`src/hw/rtl/sbuc_pkg.sv`:
```
// ----------------------------------------------------------------------------
// sbuc_pkg
// Shared types and constants of the sprite blitter: register map,
// configuration bundle and the command word between front and back.
// ----------------------------------------------------------------------------
`default_nettype none

package sbuc_pkg;

	localparam int unsigned DIM_W   = 11;
	localparam int unsigned ORG_W   = 16;
	localparam int unsigned COLOR_W = 16;
	localparam int unsigned ADDR_W  = 20;
	localparam int unsigned IDX_W   = 3;
	localparam int unsigned QDEPTH  = 4;
	localparam int unsigned QPTR_W  = 2;
	localparam int unsigned QCNT_W  = 3;
	localparam int unsigned OUT_W   = 40;

	typedef enum logic [IDX_W-1:0] {
		REG_FB_WIDTH   = 3'd0,
		REG_FB_HEIGHT  = 3'd1,
		REG_TEX_WIDTH  = 3'd2,
		REG_TEX_HEIGHT = 3'd3,
		REG_ORIGIN_X   = 3'd4,
		REG_ORIGIN_Y   = 3'd5
	} reg_index_t;

	typedef struct packed {
		logic        [DIM_W-1:0] fb_width;
		logic        [DIM_W-1:0] fb_height;
		logic        [DIM_W-1:0] tex_width;
		logic        [DIM_W-1:0] tex_height;
		logic signed [ORG_W-1:0] origin_x;
		logic signed [ORG_W-1:0] origin_y;
	} cfg_t;

	typedef struct packed {
		logic [DIM_W-1:0]   fx;
		logic [DIM_W-1:0]   fy;
		logic [COLOR_W-1:0] color;
		logic [3:0]         mask;
	} blit_cmd_t;

endpackage

`default_nettype wire

```
`src/hw/rtl/sbuc_front.sv`:
```
// ----------------------------------------------------------------------------
// sbuc_front
// Texture walker: tracks the source column and row, places the cell and
// works out which of its up to four pixels land inside the framebuffer.
// ----------------------------------------------------------------------------
`default_nettype none

module sbuc_front import sbuc_pkg::*; #(
	parameter int unsigned MAX_DIM = 1024
) (
	input  wire logic               clk,
	input  wire logic               arst_n,
	input  wire cfg_t               cfg,
	input  wire logic               s_valid,
	output logic                    s_ready,
	input  wire logic [COLOR_W-1:0] s_color,
	output logic                    q_push,
	output blit_cmd_t               q_cmd,
	input  wire logic               q_full
);

	localparam int unsigned CW = $clog2(MAX_DIM);
	localparam int unsigned DW = (CW + 2 > DIM_W + 1) ? CW + 2 : DIM_W + 1;
	localparam int unsigned PW = (CW + 3 > 18) ? CW + 3 : 18;

	logic [CW-1:0] col_q, row_q;
	logic [DW-1:0] ew, eh, tw, th;
	logic [DW-1:0] col_a, row_a, col_n, row_n, xoff, yoff;
	logic          sx, sy, empty_tex, accept;

	logic                 vld_s1;
	logic [PW-1:0]        bx_s1, by_s1;
	logic                 sx_s1, sy_s1;
	logic [COLOR_W-1:0]   color_s1;

	logic [PW-1:0]  fx0, fx1, fy0, fy1;
	logic [PW-1:0]  fbw_e, fbh_e;
	logic           okx0, okx1, oky0, oky1;
	logic [3:0]     mask;
	logic           advance;

	assign tw = DW'(cfg.tex_width);
	assign th = DW'(cfg.tex_height);
	assign ew = (tw > DW'(MAX_DIM)) ? DW'(MAX_DIM) : tw;
	assign eh = (th > DW'(MAX_DIM)) ? DW'(MAX_DIM) : th;
	assign sx = cfg.tex_width < cfg.fb_width;
	assign sy = cfg.tex_height < cfg.fb_height;
	assign empty_tex = (ew == '0) || (eh == '0);

	always_comb begin
		col_a = DW'(col_q);
		row_a = DW'(row_q);
		if (col_a >= ew) begin
			col_a = '0;
			row_a = row_a + DW'(1);
		end
		if (row_a >= eh) begin
			row_a = '0;
		end
		col_n = col_a + DW'(1);
		row_n = row_a;
		if (col_n >= ew) begin
			col_n = '0;
			row_n = row_a + DW'(1);
			if (row_n >= eh) begin
				row_n = '0;
			end
		end
		xoff = sx ? {col_a[DW-2:0], 1'b0} : col_a;
		yoff = sy ? {row_a[DW-2:0], 1'b0} : row_a;
	end

	assign fx0   = bx_s1;
	assign fx1   = bx_s1 + PW'(1);
	assign fy0   = by_s1;
	assign fy1   = by_s1 + PW'(1);
	assign fbw_e = PW'(cfg.fb_width);
	assign fbh_e = PW'(cfg.fb_height);
	assign okx0  = !fx0[PW-1] && (fx0 < fbw_e);
	assign okx1  = sx_s1 && !fx1[PW-1] && (fx1 < fbw_e);
	assign oky0  = !fy0[PW-1] && (fy0 < fbh_e);
	assign oky1  = sy_s1 && !fy1[PW-1] && (fy1 < fbh_e);
	assign mask  = {oky1 & okx1, oky1 & okx0, oky0 & okx1, oky0 & okx0};

	assign advance = !vld_s1 || (mask == 4'b0000) || !q_full;
	assign s_ready = advance;
	assign accept  = s_valid && s_ready;
	assign q_push  = vld_s1 && (mask != 4'b0000) && !q_full;

	always_comb begin
		q_cmd.fx    = fx0[DIM_W-1:0];
		q_cmd.fy    = fy0[DIM_W-1:0];
		q_cmd.color = color_s1;
		q_cmd.mask  = mask;
	end

	always_ff @(posedge clk or negedge arst_n) begin
		if (!arst_n) begin
			col_q  <= '0;
			row_q  <= '0;
			vld_s1 <= 1'b0;
		end else begin
			if (advance) begin
				vld_s1 <= accept && !empty_tex;
			end
			if (accept && !empty_tex) begin
				col_q <= col_n[CW-1:0];
				row_q <= row_n[CW-1:0];
			end
		end
	end

	always_ff @(posedge clk) begin
		if (accept && !empty_tex) begin
			bx_s1    <= {{(PW-ORG_W){cfg.origin_x[ORG_W-1]}}, cfg.origin_x} + PW'(xoff);
			by_s1    <= {{(PW-ORG_W){cfg.origin_y[ORG_W-1]}}, cfg.origin_y} + PW'(yoff);
			sx_s1    <= sx;
			sy_s1    <= sy;
			color_s1 <= s_color;
		end
	end

	assert property (@(posedge clk) disable iff (!arst_n)
		q_push |-> (mask[0] || mask[1] || mask[2] || mask[3]))
		else $error("push of a fully clipped cell");
	assert property (@(posedge clk) disable iff (!arst_n)
		(accept && !empty_tex) |=> vld_s1)
		else $error("accepted pixel lost before the clip stage");
	assert property (@(posedge clk) disable iff (!arst_n)
		vld_s1 && !advance |=> vld_s1 && $stable(bx_s1) && $stable(by_s1))
		else $error("stalled cell changed");

endmodule

`default_nettype wire

```
`src/hw/rtl/sbuc_fifo.sv`:
```
// ----------------------------------------------------------------------------
// sbuc_fifo
// Short command queue between the front and back halves.
// ----------------------------------------------------------------------------
`default_nettype none

module sbuc_fifo import sbuc_pkg::*; (
	input  wire logic      clk,
	input  wire logic      arst_n,
	input  wire logic      push,
	input  wire blit_cmd_t push_cmd,
	output logic           full,
	input  wire logic      pop,
	output blit_cmd_t      head,
	output logic           nonempty
);

	blit_cmd_t         mem [QDEPTH];
	logic [QPTR_W-1:0] wr_q, rd_q;
	logic [QCNT_W-1:0] cnt_q;

	assign full     = cnt_q == QCNT_W'(QDEPTH);
	assign nonempty = cnt_q != '0;
	assign head     = mem[rd_q];

	always_ff @(posedge clk) begin
		if (push) begin
			mem[wr_q] <= push_cmd;
		end
	end

	always_ff @(posedge clk or negedge arst_n) begin
		if (!arst_n) begin
			wr_q  <= '0;
			rd_q  <= '0;
			cnt_q <= '0;
		end else begin
			if (push) begin
				wr_q <= wr_q + QPTR_W'(1);
			end
			if (pop) begin
				rd_q <= rd_q + QPTR_W'(1);
			end
			if (push && !pop) begin
				cnt_q <= cnt_q + QCNT_W'(1);
			end else if (pop && !push) begin
				cnt_q <= cnt_q - QCNT_W'(1);
			end
		end
	end

	assert property (@(posedge clk) disable iff (!arst_n) push |-> !full)
		else $error("queue overflow");
	assert property (@(posedge clk) disable iff (!arst_n) pop |-> nonempty)
		else $error("queue underflow");
	assert property (@(posedge clk) disable iff (!arst_n) cnt_q <= QCNT_W'(QDEPTH))
		else $error("queue count out of range");

endmodule

`default_nettype wire

```
`src/hw/rtl/sbuc_back.sv`:
```
// ----------------------------------------------------------------------------
// sbuc_back
// Write issuer: walks the visible pixels of each cell, one per cycle unless
// stalled, and forms the linear framebuffer address in two registered stages.
// ----------------------------------------------------------------------------
`default_nettype none

module sbuc_back import sbuc_pkg::*; (
	input  wire logic             clk,
	input  wire logic             arst_n,
	input  wire logic [DIM_W-1:0] fb_width,
	input  wire blit_cmd_t        q_head,
	input  wire logic             q_nonempty,
	output logic                  q_pop,
	output logic                  m_valid,
	input  wire logic             m_ready,
	output logic [ADDR_W-1:0]     m_addr,
	output logic [COLOR_W-1:0]    m_color,
	output logic                  m_last
);

	localparam int unsigned PROD_W = 2 * DIM_W;

	blit_cmd_t          cur_q;
	logic               cur_vld_q;
	logic [3:0]         rem_q;
	logic [1:0]         sel;
	logic [3:0]         rem_left;
	logic               last;
	logic [DIM_W-1:0]   fx, fy;
	logic               en, load;

	logic               vld_s1, last_s1;
	logic [PROD_W-1:0]  prod_s1;
	logic [DIM_W-1:0]   fx_s1;
	logic [COLOR_W-1:0] color_s1;

	logic               vld_s2, last_s2;
	logic [ADDR_W-1:0]  addr_s2;
	logic [COLOR_W-1:0] color_s2;

	always_comb begin
		if (rem_q[0]) begin
			sel = 2'd0;
		end else if (rem_q[1]) begin
			sel = 2'd1;
		end else if (rem_q[2]) begin
			sel = 2'd2;
		end else begin
			sel = 2'd3;
		end
		rem_left = rem_q & ~(4'b0001 << sel);
		last     = rem_left == 4'b0000;
		fx       = cur_q.fx + DIM_W'(sel[0]);
		fy       = cur_q.fy + DIM_W'(sel[1]);
	end

	assign en    = !vld_s2 || m_ready;
	assign load  = en && (!cur_vld_q || last);
	assign q_pop = load && q_nonempty;

	always_ff @(posedge clk or negedge arst_n) begin
		if (!arst_n) begin
			cur_vld_q <= 1'b0;
			rem_q     <= '0;
			vld_s1    <= 1'b0;
			vld_s2    <= 1'b0;
		end else if (en) begin
			vld_s1 <= cur_vld_q;
			vld_s2 <= vld_s1;
			if (load) begin
				cur_vld_q <= q_nonempty;
				rem_q     <= q_nonempty ? q_head.mask : 4'b0000;
			end else begin
				rem_q <= rem_left;
			end
		end
	end

	always_ff @(posedge clk) begin
		if (en) begin
			if (q_pop) begin
				cur_q <= q_head;
			end
			prod_s1  <= PROD_W'(fy) * PROD_W'(fb_width);
			fx_s1    <= fx;
			color_s1 <= cur_q.color;
			last_s1  <= last;
			addr_s2  <= ADDR_W'(prod_s1 + PROD_W'(fx_s1));
			color_s2 <= color_s1;
			last_s2  <= last_s1;
		end
	end

	assign m_valid = vld_s2;
	assign m_addr  = addr_s2;
	assign m_color = color_s2;
	assign m_last  = last_s2;

	assert property (@(posedge clk) disable iff (!arst_n) cur_vld_q |-> rem_q != 4'b0000)
		else $error("active cell with no pixels left");
	assert property (@(posedge clk) disable iff (!arst_n) q_pop |-> en)
		else $error("queue popped during output stall");
	assert property (@(posedge clk) disable iff (!arst_n)
		cur_vld_q && !last && en |=> cur_vld_q)
		else $error("cell dropped before its last write");

endmodule

`default_nettype wire

```
`src/hw/rtl/sprite_blit_upscale_clip.sv`:
```
// ----------------------------------------------------------------------------
// sprite_blit_upscale_clip
// Turns row-major texture pixels into clipped, optionally 2x upscaled
// framebuffer writes (address, color).
// A pixel passes the front clip stage, the command queue, the cell register and the address stages.
// Throughput: one write beat per cycle while m_axis_tready is high; a pixel yields up to four
// writes, and new pixels are taken while the command queue has room.
// Reset: registers return to their defaults and the source counters to zero.
// ----------------------------------------------------------------------------
`default_nettype none

module sprite_blit_upscale_clip import sbuc_pkg::*; #(
	parameter int unsigned MAX_DIM = 1024
) (
	input  wire logic               clk,
	input  wire logic               arst_n,
	input  wire logic               cfg_valid,
	output logic                    cfg_ready,
	input  wire logic [IDX_W-1:0]   cfg_index,
	input  wire logic [ORG_W-1:0]   cfg_data,
	input  wire logic               s_axis_tvalid,
	output logic                    s_axis_tready,
	input  wire logic [COLOR_W-1:0] s_axis_tdata,   // [15:0] pixel_color
	output logic                    m_axis_tvalid,
	input  wire logic               m_axis_tready,
	output logic [OUT_W-1:0]        m_axis_tdata,   // [19:0] write_address, [35:20] write_color
	output logic                    m_axis_tlast
);

	cfg_t              cfg_q;
	logic              q_push, q_full, q_pop, q_nonempty;
	blit_cmd_t         q_in, q_head;
	logic [ADDR_W-1:0] addr;
	logic [COLOR_W-1:0] color;

	assign cfg_ready = 1'b1;

	always_ff @(posedge clk or negedge arst_n) begin
		if (!arst_n) begin
			cfg_q.fb_width   <= DIM_W'(172);
			cfg_q.fb_height  <= DIM_W'(320);
			cfg_q.tex_width  <= '0;
			cfg_q.tex_height <= '0;
			cfg_q.origin_x   <= '0;
			cfg_q.origin_y   <= '0;
		end else if (cfg_valid) begin
			case (reg_index_t'(cfg_index))
				REG_FB_WIDTH:   cfg_q.fb_width   <= cfg_data[DIM_W-1:0];
				REG_FB_HEIGHT:  cfg_q.fb_height  <= cfg_data[DIM_W-1:0];
				REG_TEX_WIDTH:  cfg_q.tex_width  <= cfg_data[DIM_W-1:0];
				REG_TEX_HEIGHT: cfg_q.tex_height <= cfg_data[DIM_W-1:0];
				REG_ORIGIN_X:   cfg_q.origin_x   <= cfg_data;
				REG_ORIGIN_Y:   cfg_q.origin_y   <= cfg_data;
				default: ;
			endcase
		end
	end

	sbuc_front #(
		.MAX_DIM(MAX_DIM)
	) u_front (
		.clk     (clk),
		.arst_n  (arst_n),
		.cfg     (cfg_q),
		.s_valid (s_axis_tvalid),
		.s_ready (s_axis_tready),
		.s_color (s_axis_tdata),
		.q_push  (q_push),
		.q_cmd   (q_in),
		.q_full  (q_full)
	);

	sbuc_fifo u_fifo (
		.clk      (clk),
		.arst_n   (arst_n),
		.push     (q_push),
		.push_cmd (q_in),
		.full     (q_full),
		.pop      (q_pop),
		.head     (q_head),
		.nonempty (q_nonempty)
	);

	sbuc_back u_back (
		.clk        (clk),
		.arst_n     (arst_n),
		.fb_width   (cfg_q.fb_width),
		.q_head     (q_head),
		.q_nonempty (q_nonempty),
		.q_pop      (q_pop),
		.m_valid    (m_axis_tvalid),
		.m_ready    (m_axis_tready),
		.m_addr     (addr),
		.m_color    (color),
		.m_last     (m_axis_tlast)
	);

	assign m_axis_tdata = {{(OUT_W-ADDR_W-COLOR_W){1'b0}}, color, addr};

endmodule

`default_nettype wire
```
`config.mk`:
```
export PLATFORM = sky130hd
export DESIGN_NAME = sprite_blit_upscale_clip
export DESIGN_NICKNAME = d
export VERILOG_FILES = /design/src/hw/rtl/sbuc_pkg.sv /design/src/hw/rtl/sbuc_front.sv /design/src/hw/rtl/sbuc_fifo.sv /design/src/hw/rtl/sbuc_back.sv /design/src/hw/rtl/sprite_blit_upscale_clip.sv
export SDC_FILE = /design/constraint.sdc
export NUM_CORES = 1
export LEC_CHECK = 0
export BUFFER_PORTS_ARGS = -buffer_cell sky130_fd_sc_hd__buf_2
export CAP_MARGIN = 20
export CORE_AREA = 2 2 242 244
export DETAILED_ROUTE_END_ITERATION = 16
export DIE_AREA = 0 0 244 246
export PLACE_DENSITY = 0.65
export SYNTH_ARGS = -nofsm -noshare
export SYNTH_HDL_FRONTEND = slang
export SYNTH_SLANG_ARGS = --single-unit
```
`constraint.sdc`:
```
create_clock -name clk -period 8.7 [get_ports clk]
set_input_delay 0.87 -clock clk [delete_from_list [all_inputs] [get_ports clk]]
set_output_delay 0.87 -clock clk [all_outputs]
set_load 0.005 [all_outputs]
```
### After elaboration in Yosys (flattened, before gate mapping)

Memories as Yosys holds them, arrays and structs flattened.
Index checks and enable logic that the tools add are counted.

* bits in registers: 288
* bits in writable memories: 168
* input port bits: 40
* output and inout port bits: 44
* memories: 1

Memories
* u_fifo.mem: words 4, bits a word 42, rd ports 1, clocked after Yosys merged registers in 0, wr ports 1, RTL line sbuc_fifo.sv:18 `blit_cmd_t mem [QDEPTH];`

* add/sub/neg operators: 14
* multipliers: 1
* order comparisons: 12
* equal/unequal tests: 6
* shift operators: 1
* mux-type cells: 19
* bitwise operators: 6
* reductions and logical operators: 46

Operator list (number)
* 18-bit by 11-bit less-than comparator with 1-bit output: 4
* 10-bit two-way mux: 4
* 18-bit by 1-bit adder with 18-bit output (second input constant): 2
* 12-bit two-way mux: 3
* 11-bit two-way mux: 3
* 12-bit logical NOT: 2
* 10-bit by 1-bit adder with 11-bit output (second input constant): 2
* 11-bit by 1-bit adder with 11-bit output: 2
* 11-bit greater-than comparator (second input constant): 2
* 11-bit less-than comparator: 2
* 20-bit by 11-bit adder with 20-bit output: 1
* 11-bit by 11-bit multiplier with 20-bit output: 1
* 16-bit by 12-bit adder with 17-bit output: 1
* 16-bit by 13-bit adder with 17-bit output: 1
* 2-bit AND reduction: 8
* 1-bit logical AND: 14
* 12-bit by 1-bit adder with 12-bit output (second input constant): 1
* 10-bit by 12-bit greater-or-equal comparator with 1-bit output: 1
* 12-bit by 11-bit greater-or-equal comparator with 1-bit output: 1
* 12-bit greater-or-equal comparator: 1
* 11-bit greater-or-equal comparator: 1
* 1-bit logical NOT: 11
* 3-bit == test (second input constant): 3
* 4-bit logical NOT: 2
* other kinds (18): 32

### Logic depth before layout (Yosys ltp)

* word-level depth: 13
* depth in mapped cells: 33
* gate-level depth less buffers: 30

### By module

Synthesis repeated with hierarchy kept, for this count alone.

* cell total of the unflattened synthesis: 2082
* area, all modules: 26332.8 sq um

By module, submodules not included
* sbuc_back: instances 1, cells an instance 764, area each 8968.6 sq um, seq. area each 3868.7 sq um
* sbuc_front: instances 1, cells an instance 892, area each 7841.3 sq um, seq. area each 2087.0 sq um
* sbuc_fifo: instances 1, cells an instance 254, area each 6513.7 sq um, seq. area each 5220.0 sq um
* sprite_blit_upscale_clip: instances 1, cells an instance 172, area each 3009.1 sq um, seq. area each 1909.3 sq um

### Worst setup path after synthesis

OpenSTA, ideal clock, no wires.

* path type: register to register
* from: register cfg_q[53] in the netlist's numbering
* to: register u_front.row_q[8]
* data arrival time: 7640 ps
* required time: 8607 ps
* slack: 967 ps
* cell stages (with the launch flop): 33
* path buffers: 3
* cells stage by stage: dfrtp_1 > inv_1 > clkbuf_1 > nand2_1 > ha_1 > nand2_1 > or3_1 > or4_1 > buf_6 > a211oi_1 > xnor2_1 > ha_1 > o21ai_1 > nor3_1 > or3_1 > a31o_2 > clkbuf_1 > nor2_1 > ha_1 > nand2b_1 > mux2i_1 > nand2b_4 > or4_4 > nand3_1 > o21ai_1 > ha_1 > or4_1 > a211oi_1 > o31ai_1 > nor2_1 > nand3_1 > mux2_4 > a31oi_2

* cells in the longest elaborated chain, start to end: 10
* elaborated cells on any way between the ends: 17
* those cells by class: add/sub (2); order compare (5); mux (6); reduce/logical (4)

RTL lines
* from (decl): RTL line sprite_blit_upscale_clip.sv:30 `cfg_t cfg_q;`
* 11-bit greater-than comparator: RTL line sbuc_front.sv:44 `assign ew = (tw > DW'(MAX_DIM)) ? DW'(MAX_DIM) : tw;`
* 11-bit two-way mux *: RTL line sbuc_front.sv:44
* 10-bit by 12-bit greater-or-equal comparator with 1-bit output: RTL line sbuc_front.sv:53 `if (col_a >= ew) begin`
* 12-bit two-way mux: RTL line sbuc_front.sv:53
* 12-bit greater-or-equal comparator: RTL line sbuc_front.sv:57 `if (row_a >= eh) begin`
* 12-bit two-way mux: RTL line sbuc_front.sv:57
* 12-bit by 1-bit adder with 12-bit output: RTL line sbuc_front.sv:64 `row_n = row_a + DW'(1);`
* 12-bit by 11-bit greater-or-equal comparator with 1-bit output: RTL line sbuc_front.sv:65 `if (row_n >= eh) begin`
* 10-bit two-way mux: RTL line sbuc_front.sv:65
* 10-bit two-way mux: RTL line sbuc_front.sv:62 `if (col_n >= ew) begin`
* to (signal assigned): RTL line sbuc_front.sv:108 `row_q <= row_n[CW-1:0];`
* to (decl): RTL line sbuc_front.sv:26 `logic [CW-1:0] col_q, row_q;`

Mark *: on every way between the ends. The rest lies on a longest branch, timed or not.
A chain may end at the register's enable or synchronous reset.

### Worst setup path after layout

Ends and elaborated chain as after synthesis.

==> impl_results.md <==
- I/O Buffers: 78
- Worst hold path class: in2async
- FF+latch count, synth: 454
- Core area: 57400 sq um
- Skew-Pair Late Insertion Delay: 0.59 ns
- Cells on worst reg2reg path: 30
- Post-route ant nets: 0
- Root Buffer: clkbuf_16
- Async SR Flop Fraction: 0.244
- All-layer global routing usage: 0.182
- Crit path depth: 30
- Crit Path Class: reg2reg
- CTS tree: done
- First-pass GRT wire length: 86000 um
- Status: finished clean
- Clk_skew: 0.0273 ns
- Number of global-route vias before repair: 16000
- FF+latch area: 13100 sq um
- Family with the most delay on the worst path: simple AND/OR/NAND/NOR gates
- Post-layout min period: 8.15 ns
- Total of max-cap violations: 0
- Crit end category: flop
- Fmax: 0.123 GHz
- Die area: 60000 sq um
- Total Wirelength: 53500 um
- Worst-Margin Slew: 1.06 ns
- Layout cells sized above 1: 0.148
- Register area share after synthesis: 0.511
- Via count: 15700
- RSZ-0062 raised after global routing: no
- Fin Setup TNS: 0 ns
- # setup viols final: 0
- CP dominant cell by count: ha_1
- GPL Wtd Cong: 0.852
- Critical path's slowest cell: or4_4
- Worst path max stage delay: 0.66 ns
- Final Hold Viols: 0
- CP required: 9.22 ns
- Routed len/inst: 18.2 um
- Netlist cell types: 81
- Fill cells: 4961
- Critical Path AT: 8.67 ns
- Detail Placement HPWL: 38500 um
- Die Width: 244 um
- Largest net degree at the start of global routing: 86
- Die H: 246 um
- Flop2flop setup slack: 0.55 ns
- # H-tree levels: 2
- Reg clk slew, reported paths: 0.06 ns
- Ys Warns: 0
- Row Count: 88
- Max-Slew Margin vs Limit: 0.290
- Grt ovf: 0
- CTS Hold Bufs: 0
- Fin crit share: 0.937
- Worst setup path start: cfg_q[53]
- Slew Viols, Final: 0
- Initial DRT Pass Iterations: 5
- Gate Count Post-Synth: 2046
- Predominant post-synthesis flop cell: edfxtp_1
- Synth Cell Area: 25600 sq um
- Total Nets Final: 2467
- Iter 0 DRT Violations: 800
- Initial core utilization: 0.446
- Ant. Diodes: 0
- Reg-to-Reg Start: cfg_q[53]
- Post-synth EDFFs: 343
- Worst setup endpoint: u_front.row_q[8]
- Crit start category: flop
- CP Max Fanout: 12
- DRC Markers: 0
- Reg-to-reg endpoint: u_front.row_q[8]
- Vias per cell: 5.33
- Syn-to-layout area delta: 11.2%
- CTS Buf Count: 47
- CP Buf/Inv Count: 2
- Area of the multi-input gates: 11600 sq um
- Initial antenna violation count: 2
- Clk sinks: 454
- Clock buffer depth: 3
- Count of boundary I/O pins: 84
- Mean Syn Cell Area: 12.5 sq um
metrics by stage:
step / cell area (sq um) / utilization / instances / setup slack [ns] / hold slack (ns)
2_1_floorplan: 25600 / - / 2049 / 0.967 / 0.400
3_3_place_gp: 27000 / 0.470 / 2858 / 0.695 / 0.400
4_1_cts: 28500 / 0.496 / 2946 / 0.407 / 0.252
6_report: 28500 / 0.496 / 2946 / 0.550 / 0.264
5_1_grt: 28500 / 0.496 / 2946 / 0.0721 / 0.294
3_5_place_dp: 27000 / 0.470 / 2858 / 0.447 / 0.406
cell type report:
| class | instances | area share |
|---|---|---|
| sequential | 454 | 0.460 |
| multi-input combinational | 1353 | 0.409 |
| clock buffer | 69 | 0.0464 |
| tap | 765 | 0.0336 |
| inverter | 175 | 0.0231 |
| timing repair buffer | 111 | 0.0225 |
| clock inverter | 19 | 0.00571 |
cells in the final DEF (no fill, tap or decap), types with 10 or more instances in the layout:
master and n:
nor2_1 81, xnor2_1 87, dfrtp_1 103, nand3_1 61
and3_1 22, xor2_1 38, ha_1 202, and2_1 68
nand4_1 16, clkbuf_16 48, a31oi_1 11, buf_2 77
mux4_2 42, o31ai_1 10, buf_4 34, edfxtp_1 343
a21oi_1 54, mux2_2 63, fa_1 83, o21bai_1 10
o21ai_0 66, inv_1 173, nor3_1 19, nand2b_1 14
nand2_1 204, o21a_1 15, a21o_1 30, clkbuf_1 17
synth_stat cells (10+ instances only):
| master | n | area share |
|---|---|---|
| a31oi_1 | 11 | 0.0027 |
| nand4_1 | 16 | 0.0039 |
| fa_1 | 83 | 0.065 |
| nand3_1 | 61 | 0.012 |
| and2_1 | 72 | 0.018 |
| edfxtp_1 | 343 | 0.40 |
| xor2_1 | 38 | 0.013 |
| nand2b_1 | 14 | 0.0034 |
| nor2_1 | 81 | 0.012 |
| o31ai_1 | 10 | 0.0029 |
| nor3_1 | 20 | 0.0039 |
| a211oi_1 | 10 | 0.0029 |
| a21oi_1 | 54 | 0.011 |
| nand2_1 | 204 | 0.030 |
| o21a_1 | 15 | 0.0044 |
| o21bai_1 | 10 | 0.0029 |
| inv_1 | 174 | 0.026 |
| mux2_2 | 63 | 0.028 |
| mux4_2 | 42 | 0.037 |
| o21ai_0 | 66 | 0.013 |
| ha_1 | 202 | 0.099 |
| a21o_1 | 30 | 0.0088 |
| xnor2_1 | 87 | 0.030 |
| clkbuf_1 | 56 | 0.0082 |
| and3_1 | 22 | 0.0054 |
| dfrtp_1 | 105 | 0.10 |
how the worst min path moves through the flow:
stage,from,cells after the start,endpoint,slack [ns]
after floorplan,u_back.cur_q[4],0,u_back.color_s1[0],0.40
after detailed placement,u_back.cur_q[19],0,u_back.color_s1[15],0.41
after global placement,u_back.cur_q[8],0,u_back.color_s1[4],0.40
after global routing,arst_n,1,u_fifo.wr_q[0],0.29
final,arst_n,1,cfg_q[31],0.26
after CTS,arst_n,1,cfg_q[40],0.25
cell families after synthesis:
kind of cell               Yosys count  synth area share
muxes                              115            0.0688
buffers and inverters              242            0.0365
xor gates and xnor gates           126            0.0434
other                                2          0.000293
adders and majority gates          286             0.164
and+or+nand+nor                    545             0.104
AOI/OAI and AO/OA                  276            0.0714
DFF                                454             0.511
flip-flops by register name, summed over array words and instances, names as in the netlist, 2 cells and up:
name              count
u_back.color_s1      16
u_front.color_s1     16
u_front.row_q        10
u_front.bx_s1        17
u_front.by_s1        17
u_back.cur_q         38
u_front.col_q        10
u_back.prod_s1       20
u_back.fx_s1         11
cfg_q                76
u_fifo.cnt_q          3
u_fifo.wr_q           2
u_fifo.mem          168
u_back.m_color       16
u_fifo.rd_q           2
u_back.m_addr        20
u_back.rem_q          4
per-layer routing:
layer / vias to the layer above / part of all wire / global-route usage
met2: 366 / 0.49 / 0.306
li1: 7523 / - / -
met5: - / 0 / 0
met1: 7705 / 0.44 / 0.241
met3: 98 / 0.041 / 0.0228
met4: 0 / 0.034 / 0.0689
timing repair:
item | CTS | global route
setup endpoints to repair | 0 | 2
buffers inserted | 0 | 0
resized for setup | 0 | 1
Power is not shown: default switching activity piles up to over one toggle a cycle in this logic, so the estimate is an artifact.
